[src/sspm_pkg.sv]
`timescale 1ns / 1ps
`default_nettype none
// ----------------------------------------------------------------------------
// sspm_pkg: shared types and constants of the string pattern matcher
// Configuration layout, queue entry format, register indexes, mode codes
// and the ASCII case folding helper.
// ----------------------------------------------------------------------------
package sspm_pkg;

    localparam int PATTERN_WORDS = 4;
    localparam int WORD_W        = 64;
    localparam int BYTE_W        = 8;
    localparam int LEN_W         = 6;
    localparam int MODE_W        = 2;
    localparam int INDEX_W       = 3;

    // Register indexes of the configuration port
    localparam logic [INDEX_W-1:0] REG_PATTERN_0   = 3'd0;
    localparam logic [INDEX_W-1:0] REG_PATTERN_1   = 3'd1;
    localparam logic [INDEX_W-1:0] REG_PATTERN_2   = 3'd2;
    localparam logic [INDEX_W-1:0] REG_PATTERN_3   = 3'd3;
    localparam logic [INDEX_W-1:0] REG_LENGTH      = 3'd4;
    localparam logic [INDEX_W-1:0] REG_MODE        = 3'd5;
    localparam logic [INDEX_W-1:0] REG_IGNORE_CASE = 3'd6;

    // Match modes
    localparam logic [MODE_W-1:0] MODE_EXACT    = 2'd0;
    localparam logic [MODE_W-1:0] MODE_PREFIX   = 2'd1;
    localparam logic [MODE_W-1:0] MODE_SUFFIX   = 2'd2;
    localparam logic [MODE_W-1:0] MODE_CONTAINS = 2'd3;

    // Subject byte counter saturates here
    localparam logic [LEN_W-1:0] COUNT_MAX = 6'd63;

    // Entries in the queue between front and back; a power of two
    localparam int QUEUE_DEPTH = 4;

    typedef struct packed {
        logic [PATTERN_WORDS-1:0][WORD_W-1:0] pattern;
        logic [LEN_W-1:0]                     length;
        logic [MODE_W-1:0]                    mode;
        logic                                 ignore_case;
    } cfg_t;

    typedef struct packed {
        logic [BYTE_W-1:0] data;   // already folded
        logic              valid;
        logic              last;
    } item_t;

    function automatic logic [BYTE_W-1:0] fold_byte(input logic [BYTE_W-1:0] c,
                                                    input logic ic);
        logic [BYTE_W-1:0] r;
        if (ic && c >= 8'h61 && c <= 8'h7A)
            r = c - 8'h20;
        else
            r = c;
        return r;
    endfunction

    // Pattern byte k, folded under the current case setting
    function automatic logic [BYTE_W-1:0] pattern_byte(input cfg_t cfg,
                                                       input logic [4:0] k);
        logic [BYTE_W-1:0] raw;
        raw = cfg.pattern[k[4:3]][{k[2:0], 3'b000} +: BYTE_W];
        return fold_byte(raw, cfg.ignore_case);
    endfunction

endpackage
`default_nettype wire

[src/sspm_front.sv]
`timescale 1ns / 1ps
`default_nettype none
// ----------------------------------------------------------------------------
// sspm_front: input side of the matcher
// Accept subject transfers, fold the byte and drop idle items before they
// reach the queue.
// ----------------------------------------------------------------------------
module sspm_front
(
    input  wire logic                 s_tvalid,
    output logic                      s_tready,
    input  wire logic [7:0]           s_tdata,   // [7:0] subject_byte
    input  wire logic                 s_tuser,   // byte_valid
    input  wire logic                 s_tlast,   // end_of_subject
    input  wire sspm_pkg::cfg_t       cfg,
    input  wire logic                 q_full,
    output logic                      q_push,
    output sspm_pkg::item_t           q_item
);

    assign s_tready = !q_full;

    // Items that are neither a byte nor an end marker change nothing: drop
    assign q_push = s_tvalid && s_tready && (s_tuser || s_tlast);

    always_comb
    begin
        q_item.data  = sspm_pkg::fold_byte(s_tdata, cfg.ignore_case);
        q_item.valid = s_tuser;
        q_item.last  = s_tlast;
    end

endmodule
`default_nettype wire

[config.mk]
export PLATFORM = sky130hd
export DESIGN_NAME = sspm_front
export DESIGN_NICKNAME = d
export VERILOG_FILES = /design/src/sspm_pkg.sv /design/src/sspm_front.sv
export SDC_FILE = /design/constraint.sdc
export NUM_CORES = 1
export LEC_CHECK = 0
export ABC_AREA = 1
export BUFFER_PORTS_ARGS = -buffer_cell sky130_fd_sc_hd__buf_2
export CAP_MARGIN = 30
export CELL_PAD_IN_SITES_DETAIL_PLACEMENT = 1
export CELL_PAD_IN_SITES_GLOBAL_PLACEMENT = 2
export CORE_AREA = 2 2 112 114
export DETAILED_ROUTE_END_ITERATION = 8
export DIE_AREA = 0 0 114 116
export PLACE_DENSITY = 0.95
export SYNTH_ARGS = -nofsm -noshare
export SYNTH_HDL_FRONTEND = slang
export SYNTH_SLANG_ARGS = --single-unit
[constraint.sdc]
create_clock -name vclk -period 0.8
set_input_delay 0.16 -clock vclk [all_inputs]
set_output_delay 0.16 -clock vclk [all_outputs]
set_load 0.01 [all_outputs]
==> results.txt <==
core box area: 11,900 µm²
final worst slack: -166 ps
Post-route DRC: 0
DR iter-0 viols: 7
crit path DAT: 810 ps
IO Pins: 289
maximum vdd drop: 0.000101 V
dominant cell type by area after synthesis: buf_4
Synthesis Warnings: 0
WHS: 522 ps
placer congestion estimate: 0.675
Post-Synth XOR/XNOR Area: 0
Setup-failing EPs final: 3
Req. time, crit path: 640 ps
sw power: 0.108 mW
# rows: 40
post-route setup TNS: -423 ps
drt first pass iters: 2
syn_nets: 313
# Max-Cap Violations: 0
initial antenna violation count: 0
via count: 286
Crit. End Element: primary output
Logic pwr share: 1.000
Final min period: 966 ps
WL/cell: 4.00 µm
cell count after synthesis: 35
status: complete, but fails checks
Fillers: 1,433
synthesis-to-layout area growth: 204%
Die Height: 116 µm
vias in the first global route: 338
Total Wirelength: 807 µm
pwr dens: 375 nW/µm²
Nets: 335
main combinational cell family by area after synthesis: simple AND/OR/NAND/NOR gates
simple logic cell fraction of the synthesized area: 0.500
FF+latch count: 0
Total Routing Usage GR: 0.0126
final non-filler cell area: 608 µm²
Slew HR: 0.932
grt total ovfl: 0
Synth Area in Adders: 0.0625
failing checks: negative setup slack
share of layout cells above drive strength 1: 0.836
Die Area: 13,200 µm²
switching share of power: 0.474
Initial Util: 0.0168
distinct cell type count after synthesis: 11
setup bufs post-CTS: 0
Hold Crit Class: input pin to primary output
final period utilization: 1.21
antenna diode count: 0
Reg power frac: 0
Die W: 114 µm
Post-DP Area: 487 µm²
maximum fanout along the worst path: 3
register area: 0 µm²
Leak: 0.236 nW
Port Buffers: 25
CLK BUF: 0
ANT nets after route: 0
post-synthesis sequential area ratio: 0
CTS Hold Bufs: 0
top cells by area, synth: buf_4 (26%), inv_1 (15%), nand2_1 (13%)
pin count of the biggest net entering global routing: 4
kind of critical path: input pin to primary output
count of final hold-check violations: 0
Internal Power: 0.120 mW
max frequency: 1.04 GHz
worst slew pin tran: 101 ps
Final HPWL DP: 728 µm
Clk pwr share: 0
global-route wire length before repair: 1.43 mm
synthesized area per cell: 5.72 µm²
top cell type's share of synthesized area: 0.263
area fraction in compound gates after synthesis: 0.0250
post-synthesis cell area: 200 µm²
via-per-instance ratio: 1.42
Slew Limit Fails: 0
multiplexer share of the synthesized area: 0
startpoint types: input pin
RSZ-0062 raised after global routing: yes
[worst paths after layout]
kind              cells past startpoint       start        end
setup / recovery                      7  s_tdata[5]  q_item[8]
hold / removal                        2     s_tuser  q_item[1]
[cell usage in the layout (no fill, tap or decap)]
cell type / netlist / routed
and2_4: 0 / 1
buf_2: 0 / 16
buf_4: 7 / 2
buf_6: 0 / 7
buf_8: 0 / 2
ha_4: 0 / 1
inv_1: 8 / 2
inv_2: 0 / 2
inv_4: 0 / 4
nand2_1: 7 / 3
nand2_2: 2 / 3
nand2_4: 0 / 3
nand3_2: 2 / 1
nand3_4: 0 / 1
nand4_1: 2 / 2
nor2_1: 3 / 1
nor2_4: 1 / 3
o21ai_1: 0 / 1
[cell type report]
type	instances	area, µm²	share of cell area
inverters	8	40.0	0.0658
multi-input cells	20	180	0.296
repair buffers	27	204	0.335
well taps	147	184	0.302
[cell families after synthesis]
group | after synthesis
buf+inv | 15
fa+ha+maj | 1
compound gates | 1
simple gates | 18
[stage by stage]
stage / total power [mW] / setup slack, ps / instances / util
after floorplan: 0.0915 / 22.2 / 35 / -
after global placement: 0.153 / -239 / 202 / 0.0409
after detailed placement: 0.159 / -276 / 202 / 0.0409
after CTS: 0.218 / -180 / 202 / 0.0492
after global routing: 0.252 / -226 / 202 / 0.0511
final: 0.228 / -166 / 202 / 0.0511
[power by group through the flow]
stage	clock network, mW	registers (mW)	logic (mW)
global placement	0	0	0.153
detailed placement	0	0	0.159
global route	0	0	0.252
CTS	0	0	0.218
floorplan	0	0	0.0915
finish	0	0	0.228
[cells in the mapped netlist]
library cell / number
nand2_1: 7
o21ai_0: 1
nand2_2: 2
buf_4: 7
ha_1: 1
nor2_4: 1
inv_1: 8
nand4_1: 2
nor2_1: 3
and2_1: 1
nand3_2: 2
[repair_timing]
item	4_1_cts	5_1_grt
pin swaps	10	7
resized for setup	26	9
endpoints found under the setup margin	3	4
[routing by layer]
metal  GRT usage  vias to the layer above  part of all wire
met2      0.0298                       18              0.65
met1      0.0125                      128              0.29
met5           0                        -                 0
met4           0                        0                 0
li1            -                      140                 -
met3           0                        0             0.058
[critical path, stage by stage]
cell and delay [ps]:
buf_6 100, inv_4 30, ha_4 250, inv_2 20
nand4_1 50, nand2_1 50, buf_2 130
Power figures use the tool's default switching activity.
