<file path="src/sspm_pkg.sv">
`timescale 1ns / 1ps
`default_nettype none
// ----------------------------------------------------------------------------
// sspm_pkg: shared types and constants of the string pattern matcher
// Configuration layout, queue entry format, register indexes, mode codes
// and the ASCII case folding helper.
// ----------------------------------------------------------------------------
package sspm_pkg;

    localparam int PATTERN_WORDS = 4;
    localparam int WORD_W        = 64;
    localparam int BYTE_W        = 8;
    localparam int LEN_W         = 6;
    localparam int MODE_W        = 2;
    localparam int INDEX_W       = 3;

    // Register indexes of the configuration port
    localparam logic [INDEX_W-1:0] REG_PATTERN_0   = 3'd0;
    localparam logic [INDEX_W-1:0] REG_PATTERN_1   = 3'd1;
    localparam logic [INDEX_W-1:0] REG_PATTERN_2   = 3'd2;
    localparam logic [INDEX_W-1:0] REG_PATTERN_3   = 3'd3;
    localparam logic [INDEX_W-1:0] REG_LENGTH      = 3'd4;
    localparam logic [INDEX_W-1:0] REG_MODE        = 3'd5;
    localparam logic [INDEX_W-1:0] REG_IGNORE_CASE = 3'd6;

    // Match modes
    localparam logic [MODE_W-1:0] MODE_EXACT    = 2'd0;
    localparam logic [MODE_W-1:0] MODE_PREFIX   = 2'd1;
    localparam logic [MODE_W-1:0] MODE_SUFFIX   = 2'd2;
    localparam logic [MODE_W-1:0] MODE_CONTAINS = 2'd3;

    // Subject byte counter saturates here
    localparam logic [LEN_W-1:0] COUNT_MAX = 6'd63;

    // Entries in the queue between front and back; a power of two
    localparam int QUEUE_DEPTH = 4;

    typedef struct packed {
        logic [PATTERN_WORDS-1:0][WORD_W-1:0] pattern;
        logic [LEN_W-1:0]                     length;
        logic [MODE_W-1:0]                    mode;
        logic                                 ignore_case;
    } cfg_t;

    typedef struct packed {
        logic [BYTE_W-1:0] data;   // already folded
        logic              valid;
        logic              last;
    } item_t;

    function automatic logic [BYTE_W-1:0] fold_byte(input logic [BYTE_W-1:0] c,
                                                    input logic ic);
        logic [BYTE_W-1:0] r;
        if (ic && c >= 8'h61 && c <= 8'h7A)
            r = c - 8'h20;
        else
            r = c;
        return r;
    endfunction

    // Pattern byte k, folded under the current case setting
    function automatic logic [BYTE_W-1:0] pattern_byte(input cfg_t cfg,
                                                       input logic [4:0] k);
        logic [BYTE_W-1:0] raw;
        raw = cfg.pattern[k[4:3]][{k[2:0], 3'b000} +: BYTE_W];
        return fold_byte(raw, cfg.ignore_case);
    endfunction

endpackage
`default_nettype wire

</file>
<file path="src/sspm_queue.sv">
`timescale 1ns / 1ps
`default_nettype none
// ----------------------------------------------------------------------------
// sspm_queue: short item queue
// Decouple the front from the match engine so that each side stalls alone.
// ----------------------------------------------------------------------------
module sspm_queue
(
    input  wire logic            clk,
    input  wire logic            rst_n,
    input  wire logic            push,
    input  wire sspm_pkg::item_t push_item,
    input  wire logic            pop,
    output logic                 full,
    output logic                 head_valid,
    output sspm_pkg::item_t      head_item
);

    localparam int PTR_W   = $clog2(sspm_pkg::QUEUE_DEPTH);
    localparam int LEVEL_W = $clog2(sspm_pkg::QUEUE_DEPTH + 1);
    localparam logic [LEVEL_W-1:0] DEPTH_L = LEVEL_W'(sspm_pkg::QUEUE_DEPTH);

    sspm_pkg::item_t    entry_reg [sspm_pkg::QUEUE_DEPTH];
    logic [PTR_W-1:0]   wr_ptr_reg;
    logic [PTR_W-1:0]   rd_ptr_reg;
    logic [LEVEL_W-1:0] level_reg;
    logic [LEVEL_W-1:0] level_next;

    assign full       = (level_reg == DEPTH_L);
    assign head_valid = (level_reg != '0);
    assign head_item  = entry_reg[rd_ptr_reg];

    always_comb
    begin
        level_next = level_reg;
        if (push && !pop)
            level_next = level_reg + 1'b1;
        else if (pop && !push)
            level_next = level_reg - 1'b1;
    end

    always_ff @(posedge clk or negedge rst_n)
    begin
        if (!rst_n)
        begin
            wr_ptr_reg <= '0;
            rd_ptr_reg <= '0;
            level_reg  <= '0;
        end
        else
        begin
            if (push)
                wr_ptr_reg <= wr_ptr_reg + 1'b1;
            if (pop)
                rd_ptr_reg <= rd_ptr_reg + 1'b1;
            level_reg <= level_next;
        end
    end

    always_ff @(posedge clk)
    begin
        if (push)
            entry_reg[wr_ptr_reg] <= push_item;
    end

endmodule
`default_nettype wire

</file>
<file path="config.mk">
export PLATFORM = sky130hd
export DESIGN_NAME = sspm_queue
export DESIGN_NICKNAME = d
export VERILOG_FILES = /design/src/sspm_pkg.sv /design/src/sspm_queue.sv
export SDC_FILE = /design/constraint.sdc
export NUM_CORES = 1
export LEC_CHECK = 0
export BUFFER_PORTS_ARGS = -buffer_cell sky130_fd_sc_hd__buf_2
export CAP_MARGIN = 15
export CORE_MARGIN = 2
export CORE_UTILIZATION = 45
export CTS_CLUSTER_DIAMETER = 120
export DETAILED_ROUTE_END_ITERATION = 10
export PLACE_DENSITY_LB_ADDON = 0.3
export SLEW_MARGIN = 25
export SYNTH_ARGS = -nofsm -noshare
export SYNTH_HDL_FRONTEND = slang
export SYNTH_SLANG_ARGS = --single-unit
</file>
<file path="constraint.sdc">
create_clock -name clk -period 1.2 [get_ports clk]
set_input_delay 0.12 -clock clk [delete_from_list [all_inputs] [get_ports clk]]
set_output_delay 0.12 -clock clk [all_outputs]
set_load 0.005 [all_outputs]
</file>
==> results of run 1 <==
==> metrics by stage <==
stage | TNS (ps) | instance area (µm²) | cells
floorplan | -4.007 | 1848 | 86
global placement | -3014 | 2167 | 172
detailed placement | -4346 | 2167 | 172
CTS | -4863 | 2409 | 191
global route | -7826 | 2452 | 192
finish | -5579 | 2452 | 192
==> power groups by stage <==
stage               logic (mW)  registers [mW]  clock network, mW
CTS                       2.34            2.32              0.934
global placement          1.72            2.33                  0
detailed placement        1.79            2.36                  0
floorplan                0.956            2.34                  0
global route              2.66            2.38              0.997
finish                    2.46            2.35              0.924
==> cells in the mapped netlist, types with 2 or more instances <==
library cell	n	area, µm²
sky130_fd_sc_hd__edfxtp_1	40	1201
sky130_fd_sc_hd__mux4_2	8	180.2
sky130_fd_sc_hd__dfrtp_1	7	175.2
sky130_fd_sc_hd__ha_1	5	62.56
sky130_fd_sc_hd__and2_1	4	25.02
sky130_fd_sc_hd__inv_1	4	15.01
sky130_fd_sc_hd__xor2_1	4	35.03
sky130_fd_sc_hd__mux4_1	2	52.55
sky130_fd_sc_hd__nand2_1	2	7.510
sky130_fd_sc_hd__xnor2_1	2	17.52
==> layer usage <==
metal,share of wire [%],up-vias,GRT usage (%)
met5,0,-,0
met4,2.6,0,8.250
met3,5.1,11,6.414
met2,51,31,28.64
met1,41,510,18.90
li1,-,446,-
==> area by class of cell <==
class | instances | area share [%]
Sequential cell | 47 | 56.17
Tap cell | 50 | 2.551
Inverter | 4 | 0.6122
Multi-Input combinational cell | 36 | 21.22
Clock inverter | 3 | 0.6122
Timing Repair Buffer | 47 | 16.02
Clock buffer | 5 | 2.806
==> timing repair <==
item / CTS / global route
hold buffers: 1 / 0
gates cloned: 3 / 1
pin swaps: 7 / 6
setup endpoints to repair: 51 / 54
endpoints found under the hold margin: 7 / 0
gates resized for setup: 28 / 10
buffers inserted: 9 / 1
==> layout by cell type, fill, tap and decap left out, types with 2 or more instances in the layout <==
| cell type | count |
|---|---|
| sky130_fd_sc_hd__dfrtp_1 | 6 |
| sky130_fd_sc_hd__mux4_2 | 10 |
| sky130_fd_sc_hd__inv_2 | 2 |
| sky130_fd_sc_hd__ha_4 | 4 |
| sky130_fd_sc_hd__clkbuf_8 | 5 |
| sky130_fd_sc_hd__buf_12 | 2 |
| sky130_fd_sc_hd__nand2_1 | 2 |
| sky130_fd_sc_hd__buf_6 | 14 |
| sky130_fd_sc_hd__and2_4 | 7 |
| sky130_fd_sc_hd__clkinv_1 | 2 |
| sky130_fd_sc_hd__xnor2_1 | 2 |
| sky130_fd_sc_hd__buf_2 | 24 |
| sky130_fd_sc_hd__xor2_1 | 4 |
| sky130_fd_sc_hd__buf_4 | 5 |
| sky130_fd_sc_hd__edfxtp_1 | 40 |
| sky130_fd_sc_hd__inv_1 | 2 |
==> critical path: stages, from the launching register on <==
cell and delay [ps]:
sky130_fd_sc_hd__dfrtp_1 380, sky130_fd_sc_hd__buf_6 160, sky130_fd_sc_hd__mux4_2 490, sky130_fd_sc_hd__buf_2 140
==> kinds of logic (layout without fill, tap and decap cells) <==
kind of cell / after synthesis / count (layout) / synth area share (%)
AND/OR/NAND/NOR: 9 / 12 / 2.717
flip-flops: 47 / 47 / 74.73
adder cells (fa/ha/maj): 6 / 6 / 4.484
AO/OA/AOI/OAI: 1 / 1 / 0.2715
multiplexers: 11 / 11 / 13.25
XOR/XNOR: 6 / 6 / 2.853
buffers and inverters: 6 / 59 / 1.698
==> how the worst min path moves through the flow <==
| stage | from | endpoint | cells after the start |
|---|---|---|---|
| final | push_item[6] | entry_reg[1][6]$_DFFE_PP_ | 1 |
| after global routing | push_item[6] | entry_reg[1][6]$_DFFE_PP_ | 1 |
| after CTS | push_item[6] | entry_reg[1][6]$_DFFE_PP_ | 1 |
| after detailed placement | rst_n | level_reg[2]$_DFFE_PN0P_ | 1 |
| after global placement | rst_n | level_reg[0]$_DFFE_PN0P_ | 1 |
| after floorplan | rst_n | level_reg[0]$_DFFE_PN0P_ | 0 |
==> impl_summary.md, run 1 <==
Power and ir drop
The maximum vdd ir drop is 1430 µV. The logic gate share of total power is a little over two fifths. The switching power as a share of total power is 29.25%.

The reported leakage power is 0.9203 nW. The power per cell area is approximately 2300 nW/µm². Summed over all nets, the switching power comes to approximately 1.7 mW. The total power draw is 5.732 mW. Sequential cells burn 40.9% of the power. The cell internal power dissipation is about 4.1 mW. The clock share of power is 16.1%.

Clock network
Clock-pin slew was measured on the worst setup and hold paths at 80 ps. Counting every sink on the clock net gives 47. The root buffer cell chosen for the clock tree is sky130_fd_sc_hd__clkbuf_8. The H-tree was split into 2 levels. Counting the buffers created by CTS gives 5. The CTS tree is yes.

The clock network latency to the later pin of the worst-skew pair is 300 ps. The maximum number of buffers from clock root to sink is 2.

STA
The final hold slack is roughly 27 ps. Static timing analysis puts the maximum clock frequency at 0.6273 GHz. The worst-case clock skew is 4.083 ps. Setup violations remaining at the end of the flow were counted as 44. The number of max-slew violations in the final report came to 0. The number of failing hold endpoints at the final stage is 0. The slew at the pin closest to its max-slew limit is 180.3 ps. After layout, the worst path uses 132.9% of the clock period.

Once routing completed, OpenROAD measured the worst setup slack at -394.2 ps. The time the worst path needs with I/O delays and setup is between 1500 and 2000 ps. Headroom to the max-slew limit came out at 87.98%. Setup repair after global routing could not meet its margin everywhere.

Setup path
The nature of the critical path startpoint is a register. The worst register-to-register path ends at level_reg[2]$_DFFE_PN0P_. The reg2reg setup slack is -170 ps. The worst setup path endpoint is head_item[6]. STA classifies the critical path endpoint as an output port. Data on the critical path is required at its endpoint by 1080 ps. By startpoint and endpoint, the worst setup path is classified as register to output port.

Data arrives at the worst endpoint at 1470 ps. The depth of the most critical reg-to-reg path is 5. The startpoint identified for the worst register-to-register timing path is level_reg[0]$_DFFE_PN0P_. Along the worst path, the maximum fanout reaches 6. The first element of the critical path is rd_ptr_reg[0]$_DFFE_PN0P_.

Synth
The count of warnings emitted by yosys is 0. The cell count after synthesis came out at 86. Yosys mapped a number of flops with a built-in enable equal to 40.

Counting every net in the synthesized netlist gives 106. In this run the cell area of the synthesized design comes to roughly 1800 µm². The most used flip-flop cell after synthesis is sky130_fd_sc_hd__edfxtp_1. Summing the sequential cell areas from Yosys gives 74.73% of the chip area. The share of async-settable or async-resettable flops after synthesis is 14.89%.

The average instance in the mapped netlist occupies between 20 and 25 µm². After synthesis the netlist holds a flip-flop and latch count of 47. The number of distinct standard cells referenced by the synthesized netlist is 18.

Routing
After detailed routing, the number of vias per cell comes to slightly above 5. The mean routed wirelength per cell is 18.21 µm. The routed layout has 998 vias. The number of remaining DRC errors is 0.

The remaining number of nets flagged by the antenna check after routing is 0. The aggregate routed wire length is 3497 µm. The number of iterations in the first detailed-routing pass is 4. The DRC violation total after the first TritonRoute iteration is between 50 and 60.

Finish
The fraction of the core area covered by cells at the end of the flow is 61.75%. Of the cells placed in the final design, the portion with a size suffix greater than 1 is 55.63%. In the final layout, flip-flops and latches occupy about 1400 µm². The net count of the finished layout is around 160. Relative to the synthesized area, the layout overhead comes to 33.15%.

0 antenna diodes ended up in the layout. The number of flip-flops under the largest register name is 40. The area of combinational cells with multiple inputs is 520.5 µm². The final-layout fill cell count is 294.

Run
The reported max-cap violation count is 0.

Global routing
Summed over all layers, the global routing overflow is 0. Entering global routing, the biggest net connects 15 pins. The number of antenna violations at the first check in global routing came to 0. The via count of the first global-routing pass is about 1000. The overall fraction of global-route tracks in use is 17.00%. The first-pass GRT wire length is slightly above 5000 µm.

Floorplanning
Once the floorplan was initialized, standard cells occupied between 40% and 50% of the core. The die covers approximately 4600 µm². From left edge to right edge, the die measures between 60 and 70 µm. The height of the die is roughly 68 µm. The core region is 3971 µm². The number of placement rows is 23. The top-level port count is 26.

Min path
The type of the most critical hold path is input port to register.

Placed design
In this run the tool buffered the top-level ports with 25 buffer cells. Detailed placement ended at an HPWL of 2032 µm. Timing analysis after detailed placement gives a worst setup slack of -172.4 ps.

The congestion estimate from routability-driven global placement came to 0.6564.

Run status
The run finished, with violations left. The checks that failed: setup timing.
Note: power is estimated with default switching activity, not from simulation.
==> inputs of run 2 (changes only) <==
- CORE_MARGIN: 2 -> 3
- clock period: 1.2 -> 1.72 ns (I/O delays scaled with it)
==> run 2 against run 1 <==
Effect of this change: the run now ends clean; die area increased by 6.0%; utilization decreased by 3.3 points; via count decreased by 13%; register-to-register slack improved by 540 ps; clock power decreased by 13%; count of clock-buffer cells in the layout unchanged; global-route usage decreased by 4.4 points; sequential cell count unchanged; routed wire length decreased by 19%; power decreased by 38%; setup slack improved by 420 ps; critical path type unchanged.
==> impl_summary.md, run 2 (synthesis results as in run 1) <==
Setup path
The logic depth of the worst setup path including buffers is 3. Broken down by cell family, the worst path's largest delay share belongs to multiplexers. The kind of critical path is register to output port.

For this run, the slowest stage of the critical path takes 480 ps. For this design, the slowest cell found on the critical path is sky130_fd_sc_hd__mux4_2. Data on the critical path is required at its endpoint by 1550 ps. The worst-path maximum fanout is 5. The critical path buffer and inverter count is 2. STA classifies the critical path endpoint as an output port. The signal on the critical path passes through clkbuf_16 > mux4_2 > buf_2. STA puts the critical path data arrival time at 1520 ps. For flop-to-flop paths, the worst setup slack is around 370 ps. The depth of the most critical reg-to-reg path is 4.

The nature of the critical path startpoint is a register.

Global routing
The first global-routing pass estimated 4547 µm of wire. Global routing finished with a remaining overflow of 0. The number of antenna violations at the first check in global routing is 0. The via count of the first global-routing pass is 928. The maximum number of pins on one net before global-route repair is 17. The overall fraction of global-route tracks in use is between 10% and 20%.

Routing
The routed design has between 2000 and 3000 µm of wire. The mean routed wirelength per cell is about 16 µm. The via density per instance is ~5.0. The DRC violation total after the first TritonRoute iteration is 46.

The routed layout has between 800 and 900 vias. After detailed routing, the number of remaining DRC violations is 0. The first detailed-routing pass took 4 iterations. The remaining number of nets flagged by the antenna check after routing is 0.

Clock network
The clock-pin slew of the registers on the worst-case setup and hold paths is roughly 90 ps. The tree built by TritonCTS fans out to 47 sinks. The maximum number of buffers from clock root to sink is 2. Counting the buffers created by CTS gives 5.

The CTS H-tree depth is 2. The CTS tree is yes. The root buffer cell is sky130_fd_sc_hd__clkbuf_8. The clock network latency to the later pin of the worst-skew pair is between 200 and 300 ps.

STA
The worst path in the final design needs a cycle of 1695 ps, including I/O delays and setup. The worst-case clock skew is 6.206 ps. Setup repair after global routing could not meet its margin everywhere. Headroom to the max-slew limit came out at 84.39%. The highest clock frequency the design can meet is roughly 0.6 GHz.

In the final timing run, aggregate negative setup slack is 0 ps. The number of endpoints failing setup at the final stage is 0. The slew at the pin closest to its max-slew limit is about 230 ps.

The number of failing hold endpoints at the final stage is 0. In the finished design, the share of the clock period the worst path needs comes to 98.55%. The worst path meets setup with 25.02 ps of slack. The number of max-slew violations in the final report is 0.

Placed design
The total half-perimeter wirelength after legalization and detailed placement is 1944 µm. The cell area after placement is 2068 µm². The count of buffers from port buffering is 25. The count of placed standard cells including taps is 163. At the end of routability-driven placement, the weighted congestion stood at between 0.6 and 0.7.

The setup slack at placement is ~250 ps.

Floorplanning
The initial utilization of the core area, before any placement, comes to 48.48%. The floorplan step defined a die boundary enclosing 4897 µm². The floorplan core area is 3799 µm². The width of the die is between 60 and 70 µm. The height of the die is ~70 µm. The number of placement rows is 22. The top-level port count is 26.

Finish
The library cell used most frequently in the layout, excluding fill and tap cells, is sky130_fd_sc_hd__edfxtp_1. The number of standard cells in the layout, taps in and fillers out is 174. The final design area excluding fillers is about 2200 µm². The number of nets in the layout is around 150. The register with the most flip-flops in the layout has 40 of them.

The final antenna diode count is 0. The library cells used most frequently in the layout, excluding fill and tap cells, are 40 x sky130_fd_sc_hd__edfxtp_1, 25 x sky130_fd_sc_hd__buf_2, 10 x sky130_fd_sc_hd__mux4_2. The ratio of cells with drive above 1 in the final layout is 42.06%. Compared with the post-synthesis result, the final layout area differs by 20.52%.

Min path
The path class of the tightest hold or removal check is input port to register. Along the worst hold path, the cell count comes to 1.

Power and ir drop
The maximum vdd ir drop is 658.6 µV. The power per cell area is 1604 nW/µm². The analysis attributes to cell leakage a power of 0.8339 nW.

Run
The reported max-cap violation count is 0.

Run status
The run finished with clean final reports.
[run 2: changes by cell type in the layout (fill, tap and decap cells not counted), sizes merged]
| cell | previous run | this run |
|---|---|---|
| and2 | 7 | 4 |
| buf | 46 | 32 |
| bufinv | 0 | 1 |
| clkbuf | 5 | 6 |
| inv | 4 | 5 |
| clkinv | 2 | 0 |
[run 2: where the power goes]
group	total [mW]	switching (mW)	internal, mW	leakage, nW
sequential	1.67	0.151	1.52	0.449
combinational	1.09	0.450	0.637	0.331
clock	0.801	0.364	0.437	0.0548
total	3.56	0.965	2.60	0.834
[run 2: per-stage QoR]
step | power [mW] | hold WS [ps] | util (%)
after global routing | 3.779 | 78.51 | 58.43
after global placement | 2.679 | 14.33 | 54.45
after detailed placement | 2.728 | 18.60 | 54.45
after CTS | 3.540 | 80.37 | 57.84
final | 3.560 | 89.96 | 58.43
after floorplan | 2.293 | -123.6 | -
[run 2: what timing repair did]
item,4_1_cts,5_1_grt
setup buffers,1,0
hold buffers,1,0
gates resized for setup,1,2
setup endpoints to repair,4,8
hold endpoints to repair,7,0
cloned,0,1
[run 2: routing by layer]
layer / global-route usage, % / up-vias / wire length, µm
met2: 20.88 / 20 / 1505
met3: 5.180 / 5 / 138
met4: 3.830 / 0 / 29
met1: 15.09 / 434 / 1149
met5: 0 / - / 0
li1: - / 409 / -
[run 2: final timing paths]
kind | start | to
min in group asynchronous | rst_n | level_reg[2]$_DFFE_PN0P_
worst max register to register | level_reg[0]$_DFFE_PN0P_ | level_reg[2]$_DFFE_PN0P_
worst max-delay path | rd_ptr_reg[0]$_DFFE_PN0P_ | head_item[9]
worst min-delay path | push_item[6] | entry_reg[2][6]$_DFFE_PP_
max in group asynchronous | rst_n | rd_ptr_reg[0]$_DFFE_PN0P_
worst min register to register | level_reg[2]$_DFFE_PN0P_ | level_reg[2]$_DFFE_PN0P_
[run 2: area by class of cell]
class                   instances  area (µm²)
clock buffers                   5       68.82
clock inverters                 3       46.29
fillers                       302        1579
inverters                       4       15.01
multi-input cells              33       426.7
flip-flops and latches         47        1378
well taps                      48       60.06
repair buffers                 34       225.2
